### config.mk
export PLATFORM = sky130hd
export DESIGN_NAME = dram_address_xor_bank_hash
export DESIGN_NICKNAME = d
export VERILOG_FILES = /design/src/sv/dxbh_pkg.sv /design/src/sv/dram_address_xor_bank_hash.sv
export SDC_FILE = /design/constraint.sdc
export NUM_CORES = 1
export LEC_CHECK = 0
export BUFFER_PORTS_ARGS = -buffer_cell sky130_fd_sc_hd__buf_4
export CAP_MARGIN = 20
export CORE_MARGIN = 4
export CORE_UTILIZATION = 63
export CTS_CLUSTER_DIAMETER = 80
export CTS_CLUSTER_SIZE = 16
export DETAILED_ROUTE_END_ITERATION = 12
export PLACE_DENSITY = 0.85
export SYNTH_ARGS = -nofsm -noshare
export SYNTH_HDL_FRONTEND = slang
export SYNTH_SLANG_ARGS = --single-unit
export TNS_END_PERCENT = 5
### constraint.sdc
create_clock -name clk -period 12.7 [get_ports clk]
set_input_delay 2.54 -clock clk [delete_from_list [all_inputs] [get_ports clk]]
set_output_delay 2.54 -clock clk [all_outputs]
set_load 0.1 [all_outputs]
### src/sv/dxbh_pkg.sv
package dxbh_pkg;

  // Field widths
  localparam int AddrW   = 48;
  localparam int ChanW   = 4;
  localparam int RankW   = 2;
  localparam int BgW     = 3;
  localparam int BankW   = 3;
  localparam int RowW    = 32;
  localparam int ColW    = 12;
  localparam int CfgIdxW = 3;
  localparam int CfgDatW = 5;

  // Register indexes
  localparam logic [CfgIdxW-1:0] RegXferOffset = 3'd0;
  localparam logic [CfgIdxW-1:0] RegChanBits   = 3'd1;
  localparam logic [CfgIdxW-1:0] RegRankBits   = 3'd2;
  localparam logic [CfgIdxW-1:0] RegBgBits     = 3'd3;
  localparam logic [CfgIdxW-1:0] RegBankBits   = 3'd4;
  localparam logic [CfgIdxW-1:0] RegRowBits    = 3'd5;
  localparam logic [CfgIdxW-1:0] RegColBits    = 3'd6;

  // Reset values
  localparam logic [3:0] RstXferOffset = 4'd6;
  localparam logic [2:0] RstChanBits   = 3'd0;
  localparam logic [1:0] RstRankBits   = 2'd0;
  localparam logic [1:0] RstBgBits     = 2'd2;
  localparam logic [1:0] RstBankBits   = 2'd2;
  localparam logic [4:0] RstRowBits    = 5'd16;
  localparam logic [3:0] RstColBits    = 4'd7;

  // Low column bits taken straight from the address
  localparam int ColLowW = 2;
  localparam int ColUpW  = ColW - ColLowW;

endpackage

### src/sv/dram_address_xor_bank_hash.sv
// DRAM address mapper with XOR bank hashing, fixed order channel, rank,
// bankgroup, bank, row, column. The byte address drops transfer_offset bits,
// the two lowest bits become column bits 1:0, then channel, rank, bankgroup
// and bank are sliced at their configured widths, the upper column bits
// follow and everything left is the row (low 32 bits). Each level with a
// non-zero width is XORed with the next group of column bits. One item is
// accepted every cycle while in_stall is low (a full pipeline held by out_stall);
// out_valid rises once the item has passed the three register stages (shift,
// slice, hash). Each stage holds its item on its own when the output stalls,
// so bubbles are squeezed out. The user must write configuration through
// cfg_we/cfg_index/cfg_data only while idle; the block does not enforce it.
module dram_address_xor_bank_hash import dxbh_pkg::*; (
  input  logic               clk,
  input  logic               rst,
  input  logic               cfg_we,
  input  logic [CfgIdxW-1:0] cfg_index,
  input  logic [CfgDatW-1:0] cfg_data,
  input  logic               in_valid,
  output logic               in_stall,
  input  logic [AddrW-1:0]   byte_address,
  output logic               out_valid,
  input  logic               out_stall,
  output logic [ChanW-1:0]   channel_id,
  output logic [RankW-1:0]   rank_id,
  output logic [BgW-1:0]     bankgroup_id,
  output logic [BankW-1:0]   bank_id,
  output logic [RowW-1:0]    row_id,
  output logic [ColW-1:0]    column_id
);

  // Configuration registers
  logic [3:0] transfer_offset;
  logic [2:0] channel_bits;
  logic [1:0] rank_bits;
  logic [1:0] bankgroup_bits;
  logic [1:0] bank_bits;
  logic [4:0] row_bits;
  logic [3:0] column_bits;

  always_ff @(posedge clk) begin
    if (rst) begin
      transfer_offset <= RstXferOffset;
      channel_bits    <= RstChanBits;
      rank_bits       <= RstRankBits;
      bankgroup_bits  <= RstBgBits;
      bank_bits       <= RstBankBits;
      row_bits        <= RstRowBits;
      column_bits     <= RstColBits;
    end else if (cfg_we) begin
      case (cfg_index)
        RegXferOffset: transfer_offset <= cfg_data[3:0];
        RegChanBits:   channel_bits    <= cfg_data[2:0];
        RegRankBits:   rank_bits       <= cfg_data[1:0];
        RegBgBits:     bankgroup_bits  <= cfg_data[1:0];
        RegBankBits:   bank_bits       <= cfg_data[1:0];
        RegRowBits:    row_bits        <= cfg_data[4:0];
        RegColBits:    column_bits     <= cfg_data[3:0];
        default: ;
      endcase
    end
  end

  // Clamped level widths and bit positions
  logic [2:0] w_chan;
  logic [1:0] w_rank;
  logic [3:0] col_up;
  logic [3:0] off_rank;   // from address bit 2
  logic [3:0] off_bg;
  logic [3:0] off_bank;
  logic [3:0] off_colup;
  logic [4:0] off_row;

  always_comb begin
    w_chan    = (channel_bits > 3'd4) ? 3'd4 : channel_bits;
    w_rank    = (rank_bits > 2'd2) ? 2'd2 : rank_bits;
    if (column_bits < 4'd2) begin
      col_up = 4'd0;
    end else if (column_bits > 4'd12) begin
      col_up = 4'd10;
    end else begin
      col_up = column_bits - 4'd2;
    end
    off_rank  = {1'b0, w_chan};
    off_bg    = off_rank + {2'b00, w_rank};
    off_bank  = off_bg + {2'b00, bankgroup_bits};
    off_colup = off_bank + {2'b00, bank_bits};
    off_row   = {1'b0, off_colup} + {1'b0, col_up};
  end

  // Stage handshakes: a stage loads when empty or when it moves on
  logic v1, v2, v3;
  logic en1, en2, en3;

  assign en3       = !v3 || !out_stall;
  assign en2       = !v2 || en3;
  assign en1       = !v1 || en2;
  assign in_stall  = !en1;
  assign out_valid = v3;

  always_ff @(posedge clk) begin
    if (rst) begin
      v1 <= 1'b0;
      v2 <= 1'b0;
      v3 <= 1'b0;
    end else begin
      if (en1) v1 <= in_valid;
      if (en2) v2 <= v1;
      if (en3) v3 <= v2;
    end
  end

  // Stage 1: drop the transfer offset
  logic [AddrW-1:0] a1;

  always_ff @(posedge clk) begin
    if (en1 && in_valid) a1 <= byte_address >> transfer_offset;
  end

  // Stage 2: slice the levels
  logic [AddrW-3:0] upper_a;
  logic [AddrW-3:0] sh_rank, sh_bg, sh_bank, sh_colup, sh_row;
  logic [ChanW-1:0] chan_s;
  logic [RankW-1:0] rank_s;
  logic [BgW-1:0]   bg_s;
  logic [BankW-1:0] bank_s;
  logic [ColUpW-1:0] colup_s;

  always_comb begin
    upper_a  = a1[AddrW-1:ColLowW];
    sh_rank  = upper_a >> off_rank;
    sh_bg    = upper_a >> off_bg;
    sh_bank  = upper_a >> off_bank;
    sh_colup = upper_a >> off_colup;
    sh_row   = upper_a >> off_row;
    chan_s   = upper_a[ChanW-1:0] & ~(4'hF << w_chan);
    rank_s   = sh_rank[RankW-1:0] & ~(2'h3 << w_rank);
    bg_s     = sh_bg[BgW-1:0] & ~(3'h7 << bankgroup_bits);
    bank_s   = sh_bank[BankW-1:0] & ~(3'h7 << bank_bits);
    colup_s  = sh_colup[ColUpW-1:0] & ~({ColUpW{1'b1}} << col_up);
  end

  logic [ChanW-1:0] chan2;
  logic [RankW-1:0] rank2;
  logic [BgW-1:0]   bg2;
  logic [BankW-1:0] bank2;
  logic [RowW-1:0]  row2;
  logic [ColW-1:0]  col2;

  always_ff @(posedge clk) begin
    if (en2 && v1) begin
      chan2 <= chan_s;
      rank2 <= rank_s;
      bg2   <= bg_s;
      bank2 <= bank_s;
      row2  <= sh_row[RowW-1:0];
      col2  <= {colup_s, a1[ColLowW-1:0]};
    end
  end

  // Stage 3: XOR each level with its column group
  logic [RowW-1:0] col_ext;
  logic [RowW-1:0] g_rank, g_bg, g_bank, g_row;
  logic [ChanW-1:0] g_chan;

  always_comb begin
    col_ext = {{(RowW-ColW){1'b0}}, col2};
    g_chan  = col2[ChanW-1:0] & ~(4'hF << w_chan);
    g_rank  = col_ext >> off_rank;
    g_bg    = col_ext >> off_bg;
    g_bank  = col_ext >> off_bank;
    g_row   = (col_ext >> off_colup) & ~(32'hFFFF_FFFF << row_bits);
  end

  always_ff @(posedge clk) begin
    if (en3 && v2) begin
      channel_id   <= chan2 ^ g_chan;
      rank_id      <= rank2 ^ (g_rank[RankW-1:0] & ~(2'h3 << w_rank));
      bankgroup_id <= bg2 ^ (g_bg[BgW-1:0] & ~(3'h7 << bankgroup_bits));
      bank_id      <= bank2 ^ (g_bank[BankW-1:0] & ~(3'h7 << bank_bits));
      row_id       <= row2 ^ g_row;
      column_id    <= col2;
    end
  end

endmodule
======== After elaboration in Yosys (flattened, before gate mapping) ========
Cells that the tools add are included.
W data, S select, Z words.
word-level totals
  bits in registers ....................... 185
  input bits .............................. 61
  logic and storage cells ................. 98
operators by class
  $lt $le $gt $ge ......................... 4
  $add $sub $neg .......................... 5
  mux-type cells .......................... 4
  shifts and indexed selects .............. 16
  bitwise operators ....................... 21
  eq/ne operators ......................... 6
  reduce and logical (&&, ||, !) cells .... 19
operators by type and width
  kind                     count
  $shr A46 B4 Y3           2
  $shr A48 B4 Y48          1
  $shr A46 B3 Y2           1
  $shr A46 B4 Y10          1
  $shr A46 B5 Y32          1
  $and A32 B32 Y32         1
  $not A32 Y32             1
  $shl A32 B5 Y32 const A  1
  $shr A12 B4 Y32          1
  $xor A32 B32 Y32         1
  $shr A12 B4 Y3           2
  $reduce_and A2 Y1        7
  $and A3 B3 Y3            4
  $shr A12 B3 Y2           1
  $and A10 B10 Y10         1
  $not A10 Y10             1
  $shl A10 B4 Y10 const A  1
  $eq A3 B3 Y1 const B     3
  $add A4 B2 Y4            2
  $and A4 B4 Y4            2
  $mux W4                  2
  $eq A3 B2 Y1 const B     2
  $not A3 Y3               2
  $shl A3 B2 Y3 const A    2
  other kinds (22)         32

======== Logic depth before layout (Yosys ltp) ========
  word-level depth ........................ 8
  gate-level depth with buffers ........... 24
  mapped depth without buffers ............ 18

======== Worst setup path after synthesis ========
No wires, ideal clock.
  kind .................................... input-to-reg
  start ................................... in out_stall
  end ..................................... reg bank_id[0] (enable)
  buffers on the path ..................... 0
  cell stages on the path ................. 1
  data arrival time ....................... 6636 ps
  path slack .............................. 5509 ps
  required time ........................... 12145 ps
  path through ............................ a21boi_0
between the ends
  longest elaborated chain between the ends .. 3
ends and longest elaborated chain
  item                    line                               RTL
  start: declaration      dram_address_xor_bank_hash.sv:22   input logic out_stall,
  $logic_not A1 Y1        dram_address_xor_bank_hash.sv:94   assign en3 = !v3 || !out_stall;
  $logic_or A1 B1 Y1      dram_address_xor_bank_hash.sv:94
  $logic_and A1 B1 Y1     dram_address_xor_bank_hash.sv:175  if (en3 && v2) begin
  end signal: assignment  dram_address_xor_bank_hash.sv:179  bank_id <= bank2 ^ (g_bank[BankW-1:0] & ~(3'h7 << bank_bits));
  end: declaration        dram_address_xor_bank_hash.sv:26   output logic [BankW-1:0] bank_id,
No other way between the ends.
A chain may end at the register's enable or synchronous reset.

======== Worst setup path after layout ========
  start ................................... reg channel_bits[0]
  end ..................................... reg row2[6], data pin
between the ends
  longest elaborated chain between the ends .. 7
ends and longest elaborated chain
  item                      line                               RTL
  start: declaration        dram_address_xor_bank_hash.sv:33   logic [2:0] channel_bits;
  start signal: assignment  dram_address_xor_bank_hash.sv:43   channel_bits <= RstChanBits;
  start signal: assignment  dram_address_xor_bank_hash.sv:52   RegChanBits: channel_bits <= cfg_data[2:0];
  $gt A3 B3 Y1              dram_address_xor_bank_hash.sv:74   w_chan = (channel_bits > 3'd4) ? 3'd4 : channel_bits;
  $mux W3 *                 dram_address_xor_bank_hash.sv:74
  $add A3 B2 Y4 *           dram_address_xor_bank_hash.sv:84   off_bg = off_rank + {2'b00, w_rank};
  $add A4 B2 Y4 *           dram_address_xor_bank_hash.sv:85   off_bank = off_bg + {2'b00, bankgroup_bits};
  $add A4 B2 Y4 *           dram_address_xor_bank_hash.sv:86   off_colup = off_bank + {2'b00, bank_bits};
  $add A4 B4 Y5 *           dram_address_xor_bank_hash.sv:87   off_row = {1'b0, off_colup} + {1'b0, col_up};
  $shr A46 B5 Y32 *         dram_address_xor_bank_hash.sv:134  sh_row = upper_a >> off_row;
  via sh_row[6]             dram_address_xor_bank_hash.sv:121  logic [AddrW-3:0] sh_rank, sh_bg, sh_bank, sh_colup, sh_row;
  end signal: assignment    dram_address_xor_bank_hash.sv:155  row2 <= sh_row[RowW-1:0];
  end: declaration          dram_address_xor_bank_hash.sv:146  logic [RowW-1:0] row2;
Mark *: on every way through the listed nets, which the timed path passes. The rest lies on a longest branch.

==> run_summary.xml <==
<?xml version="1.0" encoding="UTF-8"?>
<metrics>
  <group name="floorplan">
    <metric name="num_rows" unit="">52</metric>
    <metric name="die_width" unit="um">153.6</metric>
    <metric name="floorplan.initialDensity" unit="%">64.95</metric>
    <metric name="top_level_ports" unit="">119</metric>
    <metric name="area_of_the_die" unit="um^2">23590</metric>
    <metric name="floorplan.core_area" unit="um^2">20560</metric>
    <metric name="die_h" unit="um">153.6</metric>
  </group>
  <group name="detailed_routing">
    <metric name="drt_first_pass_iters" unit="">5</metric>
    <metric name="drcViolationCount" unit="">0</metric>
    <metric name="post_drt_via_cell_ratio" unit="">6.595</metric>
    <metric name="drt-wirelength-per-cell" unit="um">20.75</metric>
    <metric name="dr_total_vias" unit="">10310</metric>
    <metric name="antenna_left" unit="">0</metric>
    <metric name="wirelength" unit="um">32430</metric>
    <metric name="drt-initial-drc-count" unit="">984</metric>
  </group>
  <group name="sta">
    <metric name="min_period_over_period" unit="%">54.17</metric>
    <metric name="worst_margin_pin_slew" unit="ns">0.9636</metric>
    <metric name="final_period_minus_worst_setup_slack" unit="ns">6.880</metric>
    <metric name="timing_max_transition_violations_final" unit="">0</metric>
    <metric name="rsz0062_at_grt" unit="">false</metric>
    <metric name="clock_skew" unit="ns">0.01449</metric>
    <metric name="slew-limit-headroom" unit="%">35.76</metric>
    <metric name="hold_viol_final" unit="">0</metric>
    <metric name="setup_violations" unit="">0</metric>
    <metric name="totalNegativeSetupSlack" unit="ns">0</metric>
    <metric name="maximum_clock_rate" unit="MHz">145.4</metric>
    <metric name="holdWs" unit="ns">0.4202</metric>
  </group>
  <group name="power_and_ir_drop">
    <metric name="power.internal" unit="mW">1.291</metric>
    <metric name="share_of_power_burned_in_the_clock_network" unit="%">26.4</metric>
    <metric name="combPwrFrac" unit="%">34.3</metric>
    <metric name="power.net_switching" unit="mW">0.7194</metric>
    <metric name="power.density_cell_area" unit="nW/um^2">133.9</metric>
    <metric name="power.switching_fraction" unit="%">35.78</metric>
    <metric name="seqPwrFrac" unit="%">39.3</metric>
    <metric name="power" unit="mW">2.010</metric>
    <metric name="leakage" unit="nW">5.589</metric>
    <metric name="peak_supply_drop" unit="mV">0.08485</metric>
  </group>
  <group name="global_route">
    <metric name="grt_antenna_before_repair" unit="">0</metric>
    <metric name="remaining_global_route_overflow" unit="">0</metric>
    <metric name="met3_usage" unit="%">5.368</metric>
    <metric name="via_count_of_the_first_global_routing_pass" unit="">9879</metric>
    <metric name="wire_length_of_the_first_global_routing_pass" unit="um">52500</metric>
    <metric name="busiest_layer" unit="">met2</metric>
    <metric name="global_route.usage.met2" unit="%">42.74</metric>
    <metric name="grt_util_met1" unit="%">38.90</metric>
    <metric name="pin_count_of_the_biggest_net_entering_global_routing" unit="">65</metric>
    <metric name="track_usage" unit="%">27.41</metric>
  </group>
  <group name="yosys">
    <metric name="synthXorXnorAreaFrac" unit="%">2.942</metric>
    <metric name="synth_seq_area_share" unit="%">39.73</metric>
    <metric name="postSynth.asyncResetShare" unit="%">0</metric>
    <metric name="syn_nets" unit="">1297</metric>
    <metric name="post_synth_fa_ha_maj_area_fraction" unit="%">1.537</metric>
    <metric name="yosys-mux-area-fraction" unit="%">29.89</metric>
    <metric name="number_of_flops_mapped_to_enable_cells_by_yosys" unit="">160</metric>
    <metric name="combinational_family_with_the_most_area_after_synthesis" unit="">multiplexers</metric>
    <metric name="synth-warning-count" unit="">0</metric>
    <metric name="syn-mean-instance-area" unit="um^2">10.93</metric>
    <metric name="post_synth_inst_count" unit="">1222</metric>
    <metric name="ys_types" unit="">62</metric>
    <metric name="synth-simple-area-share" unit="%">11.13</metric>
    <metric name="synth_ff_type" unit="">sky130_fd_sc_hd__edfxtp_1</metric>
    <metric name="syn_area" unit="um^2">13350</metric>
    <metric name="synth-seq-cells" unit="">185</metric>
    <metric name="complex_gate_fraction_of_the_synthesized_area" unit="%">11.23</metric>
  </group>
  <group name="critical_path">
    <metric name="cp.arrival" unit="ns">7.04</metric>
    <metric name="crit_path_end_kind" unit="">register</metric>
    <metric name="r2r_setup_slack" unit="ns">5.82</metric>
    <metric name="timing.setup.critical_path_class" unit="">reg2reg</metric>
    <metric name="setup.worst_path.start_class" unit="">register</metric>
    <metric name="worst-endpoint-required" unit="ns">12.86</metric>
    <metric name="worst-path-max-fanout" unit="">37</metric>
  </group>
  <group name="final_layout">
    <metric name="drive_above_1_share" unit="%">24.98</metric>
    <metric name="final_net_count" unit="">1355</metric>
    <metric name="sequential_cell_area" unit="um^2">5309</metric>
    <metric name="antenna-diode-count" unit="">0</metric>
    <metric name="multi_input_comb_area" unit="um^2">7646</metric>
    <metric name="n_fill_cell" unit="">1435</metric>
    <metric name="synthToLayoutAreaGrowth" unit="%">12.42</metric>
    <metric name="final_core_utilization" unit="%">73.01</metric>
    <metric name="postLayoutCellArea" unit="um^2">15010</metric>
  </group>
  <group name="cts">
    <metric name="insertion_delay" unit="ns">0.44</metric>
    <metric name="tritoncts_buffers" unit="">17</metric>
    <metric name="clkTransAtPathRegs" unit="ns">0.08</metric>
    <metric name="post_cts_hold_buffer_count" unit="">0</metric>
    <metric name="cts.sink_count" unit="">185</metric>
    <metric name="cts_post_setup_buffers_inserted" unit="">0</metric>
    <metric name="tritoncts" unit="">built</metric>
    <metric name="cts_repair_resize_count" unit="">0</metric>
    <metric name="cts-root-to-sink-buffers" unit="">2</metric>
    <metric name="clockRootBuffer" unit="">sky130_fd_sc_hd__clkbuf_16</metric>
    <metric name="h-tree-depth" unit="">4</metric>
  </group>
  <group name="outcome">
    <metric name="run_status" unit="">complete, no violations</metric>
  </group>
  <group name="worst_hold_path">
    <metric name="min_path_type" unit="">reg2reg</metric>
  </group>
  <group name="placed_design">
    <metric name="postPlaceCellArea" unit="um^2">14370</metric>
    <metric name="dp_hpwl" unit="um">23360</metric>
    <metric name="port_buffers" unit="">118</metric>
    <metric name="place_congestion" unit="">0.9614</metric>
  </group>
  <group name="job">
    <metric name="drv.max_cap_violation_count" unit="">0</metric>
  </group>
</metrics>
final cells by class:
class                           instances  share of cell area, %
Tap cell                              270                  2.251
Clock inverter                         14                 0.9086
Sequential cell                       185                  35.37
Timing Repair Buffer                  135                  6.935
Multi-Input combinational cell        917                  50.94
Clock buffer                           18                  3.001
Inverter                               24                 0.6002
kinds of logic after synthesis:
kind of cell,Yosys count
XOR/XNOR,35
buffers and inverters,120
adder cells (fa/ha/maj),14
multiplexers,277
flip-flops,185
AO/OA/AOI/OAI,247
AND/OR/NAND/NOR,344
critical path, stage by stage, from the launching register on:
cell                      delay [ns]
sky130_fd_sc_hd__dfxtp_1        0.63
sky130_fd_sc_hd__nor2b_1        0.42
sky130_fd_sc_hd__nand2_1        0.15
sky130_fd_sc_hd__fa_1           0.72
sky130_fd_sc_hd__fa_1           0.97
sky130_fd_sc_hd__inv_1          0.29
sky130_fd_sc_hd__fa_1           0.44
sky130_fd_sc_hd__xnor2_1        0.19
sky130_fd_sc_hd__xor2_1         0.18
sky130_fd_sc_hd__buf_4          0.29
sky130_fd_sc_hd__inv_2          0.23
sky130_fd_sc_hd__ha_1           0.45
sky130_fd_sc_hd__a21oi_1        0.23
sky130_fd_sc_hd__o21ai_2        0.14
sky130_fd_sc_hd__xnor2_4        0.77
sky130_fd_sc_hd__mux2i_1        0.35
sky130_fd_sc_hd__mux2i_1        0.12
cell usage after synthesis, types with 10 or more instances:
cell type	count	share of area [%]
sky130_fd_sc_hd__ha_1	10	0.94
sky130_fd_sc_hd__nor2b_1	18	0.84
sky130_fd_sc_hd__a211oi_1	33	1.9
sky130_fd_sc_hd__nor3_1	19	0.71
sky130_fd_sc_hd__dfxtp_1	25	3.7
sky130_fd_sc_hd__mux4_2	94	16
sky130_fd_sc_hd__edfxtp_1	160	36
sky130_fd_sc_hd__and2_1	10	0.47
sky130_fd_sc_hd__buf_1	13	0.37
sky130_fd_sc_hd__buf_2	18	0.67
sky130_fd_sc_hd__o21ai_1	16	0.60
sky130_fd_sc_hd__xor2_1	10	0.66
sky130_fd_sc_hd__nand3_1	10	0.37
sky130_fd_sc_hd__mux2i_1	149	11
sky130_fd_sc_hd__mux2_2	33	2.8
sky130_fd_sc_hd__o211ai_1	10	0.56
sky130_fd_sc_hd__xnor2_1	18	1.2
sky130_fd_sc_hd__a21oi_1	72	2.7
sky130_fd_sc_hd__nand2_1	164	4.6
sky130_fd_sc_hd__o21ai_0	63	2.4
sky130_fd_sc_hd__clkbuf_1	65	1.8
sky130_fd_sc_hd__nor2_1	98	2.8
sky130_fd_sc_hd__inv_1	18	0.51
worst paths after layout:
path / cells past startpoint / end / from
min: 0 / row_id[24]$_DFFE_PP_ / row2[24]$_DFFE_PP_
max: 16 / row2[6]$_DFFE_PP_ / channel_bits[0]$_SDFFE_PP0P_
min reg2reg: 0 / row_id[24]$_DFFE_PP_ / row2[24]$_DFFE_PP_
max reg2reg: 16 / row2[6]$_DFFE_PP_ / channel_bits[0]$_SDFFE_PP0P_
flip-flops by register name (all words and copies together) (netlist names), 3 cells and up:
register         flops
a1                  48
row2                32
row_id              32
col2                12
column_id           12
row_bits             5
chan2                4
channel_id           4
column_bits          4
transfer_offset      4
bank2                3
bank_id              3
bankgroup_id         3
bg2                  3
channel_bits         3
metal layers:
layer  wire (um)  part of all wire [%]
met1       13390                    41
met5           0                     0
met3        2911                   9.0
met4         910                   2.8
met2       15220                    47
power by group through the flow:
stage | sequential (mW) | combinational, mW | clock [mW]
2_1_floorplan | 0.838 | 0.466 | 0
3_3_place_gp | 0.797 | 0.656 | 0
3_5_place_dp | 0.801 | 0.670 | 0
4_1_cts | 0.788 | 0.675 | 0.535
5_1_grt | 0.794 | 0.746 | 0.564
6_report | 0.789 | 0.690 | 0.531
layout by cell type, fill, tap and decap left out, drive strengths merged, types with 3 or more instances in the layout:
master	count
nor3	20
inv	33
o22ai	6
a21oi	73
edfxtp	160
mux2i	149
o311ai	3
nand2	165
and2	10
mux4	94
a221oi	5
dfxtp	25
nor2b	18
xor2	13
nand4b	4
ha	10
nand2b	3
buf	135
o21ai	80
and3	6
xnor2	22
o2111ai	3
a211oi	33
nor2	99
mux2	34
o31ai	7
a31oi	5
o21a	3
nand3	10
a2111oi	3
o211ai	10
clkbuf	18
or3	3
a211o	6
clkinv	5
fa	4
stage by stage:
stage	setup slack [ns]	cells
6_report	5.820	1563
5_1_grt	5.292	1563
4_1_cts	5.842	1560
3_5_place_dp	5.878	1528
3_3_place_gp	6.174	1528
2_1_floorplan	5.509	1222
Note: power is estimated with default switching activity, not from simulation.
